--- config.mk ---
export PLATFORM = sky130hd
export DESIGN_NAME = led_serial_frame_parser_unit
export DESIGN_NICKNAME = d
export VERILOG_FILES = /design/src/sv/lsfp_pkg.sv /design/src/sv/led_serial_frame_parser_unit.sv /design/src/sv/lsfp_parse_core.sv
export SDC_FILE = /design/constraint.sdc
export NUM_CORES = 1
export LEC_CHECK = 0
export BUFFER_PORTS_ARGS = -buffer_cell sky130_fd_sc_hd__buf_4
export CELL_PAD_IN_SITES_DETAIL_PLACEMENT = 0
export CELL_PAD_IN_SITES_GLOBAL_PLACEMENT = 1
export CORE_UTILIZATION = 52
export DETAILED_ROUTE_END_ITERATION = 7
export HOLD_SLACK_MARGIN = 0.12
export PLACE_DENSITY = 0.86
export SYNTH_ARGS = -nofsm -noshare
export SYNTH_HDL_FRONTEND = slang
export SYNTH_SLANG_ARGS = --single-unit
--- constraint.sdc ---
create_clock -name clk -period 8.46 [get_ports clk]
set_clock_uncertainty 0.15 [all_clocks]
set_input_delay 1.692 -clock clk [delete_from_list [all_inputs] [get_ports clk]]
set_output_delay 1.692 -clock clk [all_outputs]
set_load 0.03 [all_outputs]
--- src/sv/lsfp_pkg.sv ---
package lsfp_pkg;

	localparam int MAX_LEDS   = 256;
	localparam int PREFIX_LEN = 3;
	localparam int BYTE_W     = 8;
	localparam int LED_CNT_W  = 9;
	localparam int CFG_IDX_W  = 2;

	localparam logic [BYTE_W-1:0]    CHECK_KEY = 8'h55;
	localparam logic [LED_CNT_W-1:0] LED_MAX_C = LED_CNT_W'(MAX_LEDS);

	typedef enum logic [CFG_IDX_W-1:0] {
		REG_PREFIX_0 = 2'd0,
		REG_PREFIX_1 = 2'd1,
		REG_PREFIX_2 = 2'd2,
		REG_LED_CNT  = 2'd3
	} lsfp_reg_t;

	typedef enum logic [8:0] {
		PH_HUNT0 = 9'b000000001,
		PH_HUNT1 = 9'b000000010,
		PH_HUNT2 = 9'b000000100,
		PH_HIGH  = 9'b000001000,
		PH_LOW   = 9'b000010000,
		PH_CHECK = 9'b000100000,
		PH_RED   = 9'b001000000,
		PH_GREEN = 9'b010000000,
		PH_BLUE  = 9'b100000000
	} lsfp_phase_t;

	typedef struct packed {
		logic [BYTE_W-1:0]    prefix_0;
		logic [BYTE_W-1:0]    prefix_1;
		logic [BYTE_W-1:0]    prefix_2;
		logic [LED_CNT_W-1:0] led_count;
	} lsfp_cfg_t;

	typedef struct packed {
		logic              valid;
		logic [BYTE_W-1:0] index;
		logic [BYTE_W-1:0] red;
		logic [BYTE_W-1:0] green;
		logic [BYTE_W-1:0] blue;
		logic              last;
	} lsfp_pixel_t;

endpackage

--- src/sv/led_serial_frame_parser_unit.sv ---
// Serial LED frame parser.
// Input channel: one received serial byte per word on rx_byte, taken at a
// clock edge with in_valid high and in_stall low. The parser hunts for the
// three prefix bytes, checks the header (high ^ low ^ 0x55) and then turns
// each red, green, blue triple into one pixel word.
// Output channel: pixel_index, pixel_red, pixel_green, pixel_blue and
// last_pixel, taken at an edge with out_valid high and out_stall low.
// last_pixel marks the final pixel of a frame of led_count pixels, at most 256.
// The blue byte passes the input register and the phase logic; the pixel
// is then held in the output register. Throughput: one byte per cycle
// when the output does not stall, set by the single input and output registers.
// A stalled output holds its word; the byte waiting in the input register
// then holds and in_stall rises, so at most two words sit in flight.
// Reset (arst_n low) empties both registers, returns the parser to hunting
// and loads the default prefix "Ada" and a count of 95.
// Configuration: cfg_write with cfg_index 0..2 sets the prefix bytes and 3
// sets led_count; write only while no word is in flight.
module led_serial_frame_parser_unit
	import lsfp_pkg::*;
(
	input  logic                 clk,
	input  logic                 arst_n,
	input  logic                 cfg_write,
	input  logic [CFG_IDX_W-1:0] cfg_index,
	input  logic [LED_CNT_W-1:0] cfg_data,
	input  logic                 in_valid,
	output logic                 in_stall,
	input  logic [BYTE_W-1:0]    rx_byte,
	output logic                 out_valid,
	input  logic                 out_stall,
	output logic [BYTE_W-1:0]    pixel_index,
	output logic [BYTE_W-1:0]    pixel_red,
	output logic [BYTE_W-1:0]    pixel_green,
	output logic [BYTE_W-1:0]    pixel_blue,
	output logic                 last_pixel
);

	lsfp_cfg_t         cfg_q;
	logic              valid_s1;
	logic [BYTE_W-1:0] byte_s1;
	logic              advance;
	lsfp_pixel_t       pixel;
	logic              out_valid_q;
	lsfp_pixel_t       out_q;

	always_ff @(posedge clk or negedge arst_n) begin
		if (!arst_n) begin
			cfg_q.prefix_0  <= 8'd65;
			cfg_q.prefix_1  <= 8'd100;
			cfg_q.prefix_2  <= 8'd97;
			cfg_q.led_count <= 9'd95;
		end else if (cfg_write) begin
			unique case (lsfp_reg_t'(cfg_index))
				REG_PREFIX_0: cfg_q.prefix_0  <= cfg_data[BYTE_W-1:0];
				REG_PREFIX_1: cfg_q.prefix_1  <= cfg_data[BYTE_W-1:0];
				REG_PREFIX_2: cfg_q.prefix_2  <= cfg_data[BYTE_W-1:0];
				REG_LED_CNT:  cfg_q.led_count <= cfg_data;
				default: ;
			endcase
		end
	end

	assign advance  = !out_valid_q || !out_stall;
	assign in_stall = valid_s1 && !advance;

	always_ff @(posedge clk or negedge arst_n) begin
		if (!arst_n) begin
			valid_s1 <= 1'b0;
		end else if (!in_stall) begin
			valid_s1 <= in_valid;
		end
	end

	always_ff @(posedge clk) begin
		if (in_valid && !in_stall)
			byte_s1 <= rx_byte;
	end

	lsfp_parse_core u_core (
		.clk     (clk),
		.arst_n  (arst_n),
		.step    (valid_s1 && advance),
		.rx_byte (byte_s1),
		.cfg     (cfg_q),
		.pixel   (pixel)
	);

	always_ff @(posedge clk or negedge arst_n) begin
		if (!arst_n) begin
			out_valid_q <= 1'b0;
		end else if (advance) begin
			out_valid_q <= valid_s1 && pixel.valid;
		end
	end

	always_ff @(posedge clk) begin
		if (advance && valid_s1 && pixel.valid)
			out_q <= pixel;
	end

	assign out_valid   = out_valid_q;
	assign pixel_index = out_q.index;
	assign pixel_red   = out_q.red;
	assign pixel_green = out_q.green;
	assign pixel_blue  = out_q.blue;
	assign last_pixel  = out_q.last;

endmodule

--- src/sv/lsfp_parse_core.sv ---
module lsfp_parse_core
	import lsfp_pkg::*;
(
	input  logic              clk,
	input  logic              arst_n,
	input  logic              step,
	input  logic [BYTE_W-1:0] rx_byte,
	input  lsfp_cfg_t         cfg,
	output lsfp_pixel_t       pixel
);

	lsfp_phase_t          phase_q, phase_d;
	logic [BYTE_W-1:0]    high_q, high_d;
	logic [BYTE_W-1:0]    low_q, low_d;
	logic [BYTE_W-1:0]    count_q, count_d;
	logic [BYTE_W-1:0]    red_q, red_d;
	logic [BYTE_W-1:0]    green_q, green_d;
	logic [LED_CNT_W-1:0] frame_len;
	logic                 is_last;

	assign frame_len = (cfg.led_count > LED_MAX_C) ? LED_MAX_C : cfg.led_count;
	assign is_last   = ({1'b0, count_q} + LED_CNT_W'(1)) >= frame_len;

	always_comb begin
		phase_d     = phase_q;
		high_d      = high_q;
		low_d       = low_q;
		count_d     = count_q;
		red_d       = red_q;
		green_d     = green_q;
		pixel.valid = 1'b0;
		pixel.index = count_q;
		pixel.red   = red_q;
		pixel.green = green_q;
		pixel.blue  = rx_byte;
		pixel.last  = is_last;
		unique case (phase_q)
			PH_HUNT1: begin
				if (rx_byte != cfg.prefix_1)
					phase_d = PH_HUNT0;
				else if (PREFIX_LEN > 2)
					phase_d = PH_HUNT2;
				else
					phase_d = PH_HIGH;
			end
			PH_HUNT2: begin
				phase_d = (rx_byte == cfg.prefix_2) ? PH_HIGH : PH_HUNT0;
			end
			PH_HIGH: begin
				high_d  = rx_byte;
				phase_d = PH_LOW;
			end
			PH_LOW: begin
				low_d   = rx_byte;
				phase_d = PH_CHECK;
			end
			PH_CHECK: begin
				if (rx_byte != (high_q ^ low_q ^ CHECK_KEY) || frame_len == '0) begin
					phase_d = PH_HUNT0;
				end else begin
					count_d = '0;
					phase_d = PH_RED;
				end
			end
			PH_RED: begin
				red_d   = rx_byte;
				phase_d = PH_GREEN;
			end
			PH_GREEN: begin
				green_d = rx_byte;
				phase_d = PH_BLUE;
			end
			PH_BLUE: begin
				pixel.valid = 1'b1;
				if (is_last) begin
					count_d = '0;
					phase_d = PH_HUNT0;
				end else begin
					count_d = count_q + BYTE_W'(1);
					phase_d = PH_RED;
				end
			end
			default: begin
				if (rx_byte != cfg.prefix_0)
					phase_d = PH_HUNT0;
				else if (PREFIX_LEN > 1)
					phase_d = PH_HUNT1;
				else
					phase_d = PH_HIGH;
			end
		endcase
	end

	always_ff @(posedge clk or negedge arst_n) begin
		if (!arst_n) begin
			phase_q <= PH_HUNT0;
			high_q  <= '0;
			low_q   <= '0;
			count_q <= '0;
			red_q   <= '0;
			green_q <= '0;
		end else if (step) begin
			phase_q <= phase_d;
			high_q  <= high_d;
			low_q   <= low_d;
			count_q <= count_d;
			red_q   <= red_d;
			green_q <= green_d;
		end
	end

endmodule
==> run metrics <==
RSZ-0062 raised after global routing=no; Setup CP Type=input port to output pin; Row Count=37; top cells by area, synth=dfrtp_1, edfxtp_1, mux2_2; DRT Pass-1 Iters=4; layout cells sized above 1=0.3827; hold bufs inserted after CTS=0; Starting DRT DRC Count=114; # setup viols final=0; Clk pwr share=0.453; Slew HR=0.2957; Antenna diodes=0; Routed WL per cell=around 17 um; CTS tree=done; EDFF count, synth=roughly 40; syn nets=429; cell chain of the critical path=buf_4, nand3_1, inv_1, buf_4; hold crit path type=register to register; Mapped Area=0.005585 sq mm; Worst path slowest cell=buf_4; Sequential Power Share=0.466; final period utilization=0.4681; DP Cell Count=577; Slew @ Worst Pin=1.054 ns; commonest non-fill, non-tap cell in the layout=dfrtp_1; post-synthesis sequential area ratio=0.6001; Worst VDD drop=approximately 0.17 mV; Core ar.=0.01037 sq mm; Seq cells post-synth=between 100 and 150; Area Overhead vs Synth=20.23%; CP bufs+invs=3; Crit. End Element=output pin; Post-DP HPWL=7.167 mm; cell count after synthesis=395; Max-Cap Viols=0; slowest stage delay, CP=0.16 ns; die area=0.01116 sq mm; CP max FO=3; PD cells=about 230 mW/mm^2; setup TNS=0 ns; Final Cell Area=0.006715 sq mm; setup repair bufs after CTS=0; Post-synth top flop=dfrtp_1; CP dominant cell by count=buf_4; Post-Route WL=10.57 mm; first-pass GRT wire length=17.42 mm; Cell Int Power=about 1.2 mW; startpoint types=input port; I/O pin cnt=59; post_cts resized=0; asr flop ratio synth=0.6720; GRT Overall Usage=0.2125; status=complete, no violations; Psw=between 300 and 400 uW; CP top delay family=buffers and inverters; final count of hold timing violations=0; Pins Over Slew Limit=0; most frequent cells in the layout=dfrtp_1, mux2_2, buf_4, edfxtp_1, nand2_1; static leakage=2.903 nW; synthesized area per cell=approximately 14 sq um; Data required, critical path=6.62 ns; antenna violations before repair=0; H-tree level count=4; crit path time final=3.961 ns; Synth top area share=0.3091; Layout Cells excl Fill=609; Arrival @ worst endpoint=2.12 ns; CTS clock-pin slew for the worst setup and hold paths=0.05 ns; largest net degree at the start of global routing=85; Worst-Skew Late Latency=0.52 ns; fillers=787; nets=494; Comb power frac=0.082; Die Wd=105.6 um; GRT Residual Overflow=0; number of unique standard cell types used by synthesis=56; number of global-route vias before repair=3384; Synth Warn #=0; clk buf depth=2; via count=~3300; clk sinks=125; clock root cell=clkbuf_8; antenna-violating nets left=0; FMAX=252.5 MHz; post-synth top area cell=dfrtp_1; IO buf count=58; DP Area=0.006130 sq mm; switching part of the total power=0.2289; DRC=0; RePlAce Congestion=0.8270; Final Power=1.569 mW; Num CTS Buffers=17; Vias/cell=5.458; Initial Utilization=0.5386; Die Height=about 110 um
Yosys cell counts (2+ instances only):
master / n
nand3_1: 11
clkbuf_1: 4
xor2_1: 21
o211ai_1: 3
xnor2_1: 10
xor3_1: 2
nand2_1: 31
ha_1: 10
o21ai_0: 8
xnor3_1: 6
nor3_1: 3
o31ai_1: 2
dfrtp_1: 69
o2bb2ai_1: 3
and3_1: 3
a21oi_1: 5
nand2b_1: 8
buf_2: 4
edfxtp_1: 41
a21o_1: 5
nor4_1: 5
inv_1: 4
nand4_1: 4
nand3b_1: 2
or3_1: 2
mux2_2: 65
dfstp_2: 15
o21bai_1: 3
buf_6: 2
nor2b_1: 3
a31oi_1: 2
nor2_1: 15
worst register-to-register path: cells and delay by family (launching register included):
family                   cells  cell delay, ns
AO/OA/AOI/OAI                4            0.82
adder cells (fa/ha/maj)      2            0.51
flip-flops                   1            0.46
AND/OR/NAND/NOR              5            0.96
cell families after synthesis:
kind of cell    share of synthesized area
buf+inv                           0.01568
compound gates                    0.04996
flops                              0.6001
xor+xnor                          0.08132
simple gates                      0.09946
mux                                0.1310
fa+ha+maj                         0.02240
final timing paths:
path,startpoint,endpoint,slack (ns),cells past startpoint
min in group asynchronous,arst_n,cfg_q[8],1.18,1
worst min-delay path,u_core.green_q[7],pixel_green[7],0.29,0
worst min register to register,u_core.green_q[7],pixel_green[7],0.29,0
worst max-delay path,out_stall,in_stall,4.50,4
max in group asynchronous,arst_n,u_core.red_q[5],6.26,1
worst max register to register,u_core.count_q[0],u_core.count_q[7],5.46,11
per-stage QoR:
step	setup slack, ns	utilization	hold WS (ns)
3_3_place_gp	4.506	0.5911	0.2767
6_report	4.499	0.6476	0.2914
5_1_grt	4.466	0.6476	0.3092
4_1_cts	4.498	0.6476	0.2935
3_5_place_dp	4.499	0.5911	0.2802
2_1_floorplan	4.303	-	0.2694
power groups by stage:
stage / combinational (mW) / clock [mW] / sequential [mW]
finish: 0.128 / 0.710 / 0.731
detailed placement: 0.129 / 0 / 0.742
global placement: 0.124 / 0 / 0.738
CTS: 0.130 / 0.724 / 0.732
floorplan: 0.103 / 0 / 0.721
global route: 0.143 / 0.751 / 0.739
sequential cells by signal (all words and copies together) (netlist names):
signal          flops
pixel_index         8
out_valid           1
byte_s1             8
pixel_blue          8
cfg_q              33
pixel_red           8
u_core.high_q       8
u_core.low_q        8
valid_s1            1
u_core.count_q      8
pixel_green         8
u_core.phase_q      9
last_pixel          1
u_core.green_q      8
u_core.red_q        8
metal layers:
metal	global-route usage	vias up	part of all wire
met1	0.2669	1666	0.44
met5	0	-	0
met4	0.09921	0	0.020
li1	-	1571	-
met3	0.06432	16	0.038
met2	0.3380	71	0.50
area by class of cell:
| cell class | instances | area (sq um) | area share |
|---|---|---|---|
| clock buffer | 17 | 414.1 | 0.06167 |
| clock inverter | 15 | 171.4 | 0.02553 |
| multi-input combinational | 253 | 2153 | 0.3207 |
| timing repair buffer | 58 | 435.4 | 0.06484 |
| sequential | 125 | 3352 | 0.4992 |
| inverter | 5 | 18.77 | 0.002795 |
| tap | 136 | 170.2 | 0.02534 |
(Power assumes the default switching activity.)
